--- config.mk ---
export PLATFORM = sky130hd
export DESIGN_NAME = crc12_nibble_table_hash
export DESIGN_NICKNAME = d
export VERILOG_FILES = /design/src/hw/rtl/crc12nt_pkg.sv /design/src/hw/rtl/crc12nt_fold.sv /design/src/hw/rtl/crc12_nibble_table_hash.sv
export SDC_FILE = /design/constraint.sdc
export NUM_CORES = 1
export LEC_CHECK = 0
export BUFFER_PORTS_ARGS = -buffer_cell sky130_fd_sc_hd__buf_4
export CAP_MARGIN = 40
export CORE_UTILIZATION = 55
export CTS_CLUSTER_DIAMETER = 120
export DETAILED_ROUTE_END_ITERATION = 8
export MAX_ROUTING_LAYER = met4
export PLACE_DENSITY = 0.87
export SLEW_MARGIN = 0
export SYNTH_ARGS = -nofsm -noshare
export SYNTH_HDL_FRONTEND = slang
export SYNTH_HIERARCHICAL = 1
export SYNTH_SLANG_ARGS = --single-unit
--- constraint.sdc ---
create_clock -name clk -period 3.67 [get_ports clk]
set_input_delay 0.1835 -clock clk [delete_from_list [all_inputs] [get_ports clk]]
set_output_delay 0.1835 -clock clk [all_outputs]
set_load 0.02 [all_outputs]
--- src/hw/rtl/crc12nt_pkg.sv ---
// Package: CRC-12 nibble table, hash constants and field widths.
package crc12nt_pkg;

  localparam int unsigned HASH_W = 12;
  localparam int unsigned BYTE_W = 8;
  localparam int unsigned NIB_W  = 4;
  localparam int unsigned OUT_TDATA_W = 16;

  typedef logic [HASH_W-1:0] hash_t;
  typedef logic [BYTE_W-1:0] byte_t;
  typedef logic [NIB_W-1:0]  nib_t;

  localparam hash_t HASH_INIT = 12'hFFF;

  // Reflected CRC-12 remainder table, one entry per nibble value.
  function automatic hash_t nib_lookup(input nib_t idx);
    hash_t val;
    case (idx)
      4'd0:    val = 12'd0;
      4'd1:    val = 12'd641;
      4'd2:    val = 12'd1282;
      4'd3:    val = 12'd1923;
      4'd4:    val = 12'd2564;
      4'd5:    val = 12'd2181;
      4'd6:    val = 12'd3846;
      4'd7:    val = 12'd3463;
      4'd8:    val = 12'd3079;
      4'd9:    val = 12'd3718;
      4'd10:   val = 12'd2309;
      4'd11:   val = 12'd2948;
      4'd12:   val = 12'd1539;
      4'd13:   val = 12'd1154;
      4'd14:   val = 12'd769;
      4'd15:   val = 12'd384;
      default: val = 12'd0;
    endcase
    return val;
  endfunction

  // One nibble step: table entry XOR hash shifted right by a nibble.
  function automatic hash_t fold_nib(input hash_t h, input nib_t nib);
    hash_t tab;
    tab = nib_lookup(h[NIB_W-1:0] ^ nib);
    return tab ^ (h >> NIB_W);
  endfunction

endpackage

--- src/hw/rtl/crc12nt_fold.sv ---
// Byte fold unit: reload mux plus two nibble table steps, low nibble first.
module crc12nt_fold (
  input  crc12nt_pkg::hash_t hash_in,
  input  logic               reload,
  input  crc12nt_pkg::byte_t data_byte,
  output crc12nt_pkg::hash_t hash_out
);
  import crc12nt_pkg::*;

  hash_t seed;
  hash_t mid;

  assign seed     = reload ? HASH_INIT : hash_in;
  assign mid      = fold_nib(seed, data_byte[NIB_W-1:0]);
  assign hash_out = fold_nib(mid, data_byte[BYTE_W-1:NIB_W]);

endmodule

--- src/hw/rtl/crc12_nibble_table_hash.sv ---
// Top level: streaming CRC-12 nibble table hash with input and result registers.
//
// Takes one message byte per transaction and returns one transaction carrying the
// 12-bit running hash after that byte. The hash starts at 0xFFF after reset, and a
// byte with in_tuser set reloads 0xFFF before it is folded; in_tlast does not clear
// the hash, it is only echoed on out_tlast to mark the complete message hash. Each
// byte passes an input register, then the fold logic (reload mux, two 16-entry table
// lookups and XORs) into the result register; out_tvalid rises as the byte moves from
// the input register into the result register, which waits while the result register
// is held. One byte is accepted every clock while out_tready stays high. The running hash
// register updates as the byte moves into the result register, which is the only loop
// through the fold logic in the design.
module crc12_nibble_table_hash (
  input  logic        clk,
  input  logic        rst_n,
  // input channel
  input  logic        in_tvalid,
  output logic        in_tready,
  input  logic [7:0]  in_tdata,   // [7:0] data_byte
  input  logic        in_tuser,   // first_byte
  input  logic        in_tlast,   // last_byte
  // result channel
  output logic        out_tvalid,
  input  logic        out_tready,
  output logic [15:0] out_tdata,  // [11:0] hash_value, [15:12] zero
  output logic        out_tlast   // is_final
);
  import crc12nt_pkg::*;

  // input register stage
  logic  s1_valid_r, s1_valid_nxt;
  byte_t s1_data_r;
  logic  s1_first_r;
  logic  s1_last_r;

  // result register stage
  logic  out_valid_r, out_valid_nxt;
  hash_t out_hash_r;
  logic  out_last_r;

  // running hash
  hash_t hash_r;
  hash_t hash_nxt;

  logic in_acc;
  logic out_free;
  logic s1_adv;

  assign out_free  = !out_valid_r || out_tready;
  assign s1_adv    = s1_valid_r && out_free;
  assign in_tready = !s1_valid_r || out_free;
  assign in_acc    = in_tvalid && in_tready;

  crc12nt_fold u_fold (
    .hash_in   (hash_r),
    .reload    (s1_first_r),
    .data_byte (s1_data_r),
    .hash_out  (hash_nxt)
  );

  always_comb begin
    s1_valid_nxt = in_acc ? 1'b1 : (s1_adv ? 1'b0 : s1_valid_r);
    out_valid_nxt = s1_adv ? 1'b1 : (out_tready ? 1'b0 : out_valid_r);
  end

  // control state
  always_ff @(posedge clk) begin
    if (!rst_n) begin
      s1_valid_r  <= 1'b0;
      out_valid_r <= 1'b0;
      hash_r      <= HASH_INIT;
    end else begin
      s1_valid_r  <= s1_valid_nxt;
      out_valid_r <= out_valid_nxt;
      if (s1_adv) begin
        hash_r <= hash_nxt;
      end
    end
  end

  // payload, no reset
  always_ff @(posedge clk) begin
    if (in_acc) begin
      s1_data_r  <= in_tdata;
      s1_first_r <= in_tuser;
      s1_last_r  <= in_tlast;
    end
    if (s1_adv) begin
      out_hash_r <= hash_nxt;
      out_last_r <= s1_last_r;
    end
  end

  assign out_tvalid = out_valid_r;
  assign out_tdata  = {{(OUT_TDATA_W-HASH_W){1'b0}}, out_hash_r};
  assign out_tlast  = out_last_r;

  // ---------------- assertions ----------------

  // running hash always matches the hash of the transaction just moved out
  a_hash_tracks: assert property (@(posedge clk) disable iff (!rst_n)
    s1_adv |=> (hash_r == out_tdata[HASH_W-1:0]))
    else $error("running hash diverged from result register");

  // an item leaving the input register lands in the result register
  a_s1_to_out: assert property (@(posedge clk) disable iff (!rst_n)
    s1_adv |=> out_tvalid)
    else $error("item lost between input and result register");

  // an empty result register never blocks the input side
  a_ready_when_empty: assert property (@(posedge clk) disable iff (!rst_n)
    !out_tvalid |-> in_tready)
    else $error("input stalled with empty result register");

  // reset leaves the hash at its initial value
  a_reset_init: assert property (@(posedge clk)
    !rst_n |=> (hash_r == HASH_INIT))
    else $error("hash not initialized by reset");

endmodule

### Word-level counts from Yosys, hierarchy flattened

Memory sizes are Yosys's and may differ from the RTL's.
Index checks and enable logic that the tools add are counted.

* register bits: 37
* memory bits (read-only): 256
* input port bits: 14
* output and inout bits: 19
* memories kept: 2

Memories
* (no name shown): depth 16, bits a word 8, rd ports 1, clocked after Yosys merged registers in 0, wr ports 0, line crc12nt_pkg.sv:18 `case (idx)`
* (no name shown): depth 16, bits a word 8, rd ports 1, clocked after Yosys merged registers in 0, wr ports 0, line crc12nt_pkg.sv:18

* mux-type cells: 5
* bitwise operators: 4
* reduce and logical (&&, ||, !) cells: 8

Operators with widths (number)
* XOR 12 x 8 -> 12 bit: 2
* two-way mux 12 bit: 1
* XOR 4 bit: 2
* two-way mux 1 bit: 4
* nonzero test 2 bit: 2
* logical AND 1 bit: 2
* zero test 1 bit: 2
* logical OR 1 bit: 2

### Longest topological paths before layout

An unclocked memory read counts as a cell.

* word-level depth: 7
* gate-level depth with buffers: 7
* mapped depth without buffers: 7

### Modules after synthesis

The synthesis kept the hierarchy.

Modules (own cells, without submodules)
* crc12_nibble_table_hash: instances 1, cells an instance 90, area an instance 1295.0 um^2, sequential area each 970.9 um^2
* crc12nt_fold: instances 1, cells an instance 50, area an instance 467.9 um^2, sequential area each 0.0 um^2

### Least setup slack after synthesis

No wires, ideal clock.

* path kind: register to register
* start: reg s1_data_r[3]
* end: reg hash_r[9]
* library setup time: 0.114 ns
* arrival: 1.738 ns
* slack: 1.818 ns
* cell stages (with the launch flop): 8
* buffers on the path: 0
* period minus slack after synthesis: 1.852 ns
* path through: edfxtp_1 xnor2_1 xnor2_2 xor2_1 xnor3_1 nand2_1 o21ai_1 a21o_1

* cells in the longest elaborated chain, start to end: 6

RTL lines
* start: declaration: line crc12_nibble_table_hash.sv:32 `byte_t s1_data_r;`
* start signal: assignment: line crc12_nibble_table_hash.sv:84 `s1_data_r <= in_tdata;`
* XOR 4 bit: line crc12nt_pkg.sv:43 `tab = nib_lookup(h[NIB_W-1:0] ^ nib);`
* memory (16 x 8 bit)
* XOR 12 x 8 -> 12 bit: line crc12nt_pkg.sv:44 `return tab ^ (h >> NIB_W);`
* XOR 4 bit: line crc12nt_pkg.sv:43
* memory (16 x 8 bit)
* XOR 12 x 8 -> 12 bit: line crc12nt_pkg.sv:44
* via hash_nxt[9]: line crc12_nibble_table_hash.sv:43 `hash_t hash_nxt;`
* end signal: assignment: line crc12_nibble_table_hash.sv:76 `hash_r <= hash_nxt;`
* end: declaration: line crc12_nibble_table_hash.sv:42 `hash_t hash_r;`

The timed path passes the listed nets, and every way through them passes these cells.
A chain may end at the register's enable or synchronous reset.

### Worst setup path after layout

* start: reg s1_first_r
* end: reg hash_r[2]

* cells in the longest elaborated chain, start to end: 7

RTL lines
* start: declaration: line crc12_nibble_table_hash.sv:33 `logic s1_first_r;`
* start signal: assignment: line crc12_nibble_table_hash.sv:85 `s1_first_r <= in_tuser;`
* two-way mux 12 bit *: line crc12nt_fold.sv:13 `assign seed = reload ? HASH_INIT : hash_in;`
* XOR 4 bit: line crc12nt_pkg.sv:43
* memory (16 x 8 bit)
* XOR 12 x 8 -> 12 bit *: line crc12nt_pkg.sv:44
* XOR 4 bit: line crc12nt_pkg.sv:43
* memory (16 x 8 bit)
* XOR 12 x 8 -> 12 bit *: line crc12nt_pkg.sv:44
* via hash_nxt[2]: line crc12_nibble_table_hash.sv:43

The timed path passes the listed nets; every way through them passes the cells marked *.

==> flow_summary.ini <==
[power]
peakVddDrop_uv = 337.3
fin_total_pwr_mw = 0.9757
p_leak_nw = 0.8191
pwr_density_cell_mw_per_mm2 = 482.8

[drt]
drtAntennaViolNets = 0
drtIter0Drc = 20
drc = 0
via_per_inst = 5.028
wl_um = 3214
wl_per_cell_um = 15.02
dr.pass1.iters = 4
num_vias = 1076

[cells_and_area]
fillers = 252
layout.cells.non_filler = 214
final_core_util_pct = 66.19
fin_nets = 183
final_area_mm2 = 0.002021
syn2layout_area_growth_pct = 14.62
drive_gt1_share_pct = 22.35
insertedDiodeCount = 0

[sta]
worstMarginPinSlew_ps = 648.7
setup_violations = 0
whs_ps = 15.66
period_needed_ps = 2207
timing.fmax_mhz = 453.0
hold_violations = 0
timing.final.ws_setup_ps = 1463
tns_ps = 0
slew_viol_final = 0
rsz0062_at_grt = no
skew_ps = 4.676
slew_headroom_pct = 56.69
min_period_over_period_pct = 60.15

[job]
drv_cap = 0

[logic_synthesis]
synth_seq_cells = 37
synth_ff_type = edfxtp_1
synth_edf_count = 23
yosysWarnings = 6
synth_area_mm2 = 0.001763
synth_cell_types = 25
syn_inst = 140
async_flop_share_pct = 0
seq_area_frac_synth_pct = 55.07
avgSynthCellArea_um2 = 12.59

[placed_design]
place_inst = 206
port_buffers = 28
gp_congestion = 0.9181
placed_area_mm2 = 0.001972
dp_hpwl_um = 2279
post-place-ws_ps = 1495

[clock_network]
hold_buffers = 0
clkTransAtPathRegs_ps = 100
htreeDepth = 2
clkLatencyLatePin_ps = 340
numCtsBuffers = 5
cts_tree = built
root_buffer = clkbuf_4
cts.sinks = 37
cts_setup_buffers = 0
cts_resized = 0
clockBufferDepth = 2

[global_routing]
use_met1_pct = 28.15
track_usage_pct = 22.99
grt-ovfl-total = 0
busiest_layer = met2
grt_pass1_wl_um = 5319
grt_use_met2_pct = 36.12
antenna_found_initial = 0
grt_pass1_vias = 1107
grt_max_degree = 17
met3_usage_pct = 7.253

[floorplanning]
fp-row-count = 20
die_area_mm2 = 0.003436
core_area_mm2 = 0.003053
die_x_um = 58.62
start_util_pct = 57.75
die_y_um = 58.62
io_pins = 33

[critical_path]
r2r_slack_ps = 1460
r2r_end = hash_r[2]
worstPathRequired_ps = 3960
critPathMaxFanout = 14
endpoint_kind = register
critical_path_class = reg2reg
critPathCapture = hash_r[2]
r2r_start = s1_first_r
critPathLaunch = s1_first_r
arrival_ps = 2500
reg2reg_depth = 7
crit_path_start_kind = register

[worst_hold_path]
holdCritPathClass = in2reg

[outcome]
status = finished, final reports clean
-- worst max-delay path: stages (launching register included) --
cell and delay, ps:
edfxtp_1 600, nor2_1 120, xnor2_1 300, xnor3_1 510
xnor2_1 300, nand2_1 90, o21ai_1 150, a21o_1 90
-- layer usage --
metal	routed length (um)	part of all wire [%]
met5	0	0
met4	53	1.6
met3	130	4.0
met2	1598	50
met1	1432	45
-- power breakdown --
part / total (mW) / internal (mW) / leakage, nW / switching, mW
Combinational: 0.255 / 0.132 / 0.457 / 0.123
Sequential: 0.521 / 0.493 / 0.335 / 0.0278
Clock: 0.200 / 0.0763 / 0.0265 / 0.124
-- placed cells by master (no fill, tap or decap), drive strengths merged --
cell,synthesis,final
a21oi,1,1
xor2,7,7
buf,8,28
nand2b,3,3
and2,1,1
o21ai,12,12
xor3,2,2
o21a,1,1
a21o,12,12
xnor3,4,4
nand2,13,13
xnor2,22,22
inv,1,1
nor2,12,12
conb,1,4
nor2b,2,2
edfxtp,23,23
dfxtp,14,14
clkbuf,1,8
-- area by class of cell --
| class | instances | area, um^2 | area share (%) |
|---|---|---|---|
| sequential | 37 | 970.9 | 48.05 |
| multi-input combinational | 96 | 732.0 | 36.22 |
| timing repair buffer | 28 | 210.2 | 10.40 |
| tap | 44 | 55.05 | 2.724 |
| clock buffer | 8 | 48.80 | 2.415 |
| inverter | 1 | 3.754 | 0.1858 |
-- logic make-up (layout without fill, tap and decap cells) --
logic type / count (synthesis) / in the layout / synth area share, %
buf+inv: 10 / 37 / 4.045
simple gates: 31 / 31 / 8.375
other cells: 1 / 4 / 0.2127
compound gates: 26 / 26 / 9.227
flops: 37 / 37 / 55.07
xor+xnor: 35 / 35 / 23.07
-- sequential cells by signal (all words and copies together) (netlist names) --
| signal | flops |
|---|---|
| s1_data_r | 8 |
| out_hash_r | 12 |
| s1_last_r | 1 |
| hash_r | 12 |
| out_tlast | 1 |
| s1_valid_r | 1 |
| out_tvalid | 1 |
| s1_first_r | 1 |
-- how the worst min path moves through the flow --
| stage | start | to | slack, ps | depth (start not counted) |
|---|---|---|---|---|
| 2_1_floorplan | in_tdata[0] | s1_data_r[0] | 280 | 0 |
| 3_3_place_gp | in_tlast | s1_last_r | 360 | 1 |
| 3_5_place_dp | in_tdata[2] | s1_data_r[2] | 360 | 1 |
| 4_1_cts | in_tdata[2] | s1_data_r[2] | 8 | 1 |
| 5_1_grt | in_tdata[7] | s1_data_r[7] | 1 | 1 |
| 6_report | in_tdata[6] | s1_data_r[6] | 20 | 1 |
-- cell usage after synthesis, types with 2 or more instances --
library cell	count	area share [%]
buf_6	2	1.3
o21ai_1	8	2.3
xnor2_2	2	1.8
edfxtp_1	23	39
o21ai_0	4	1.1
a21o_1	12	5.1
xnor2_1	20	9.9
dfxtp_1	14	16
xor2_1	7	3.5
xnor3_1	4	5.1
nor2_1	12	2.6
xor3_1	2	2.7
nand2_1	13	2.8
nand2b_1	2	0.71
buf_4	5	2.1
No activity file was read; power rests on OpenSTA's default activity.
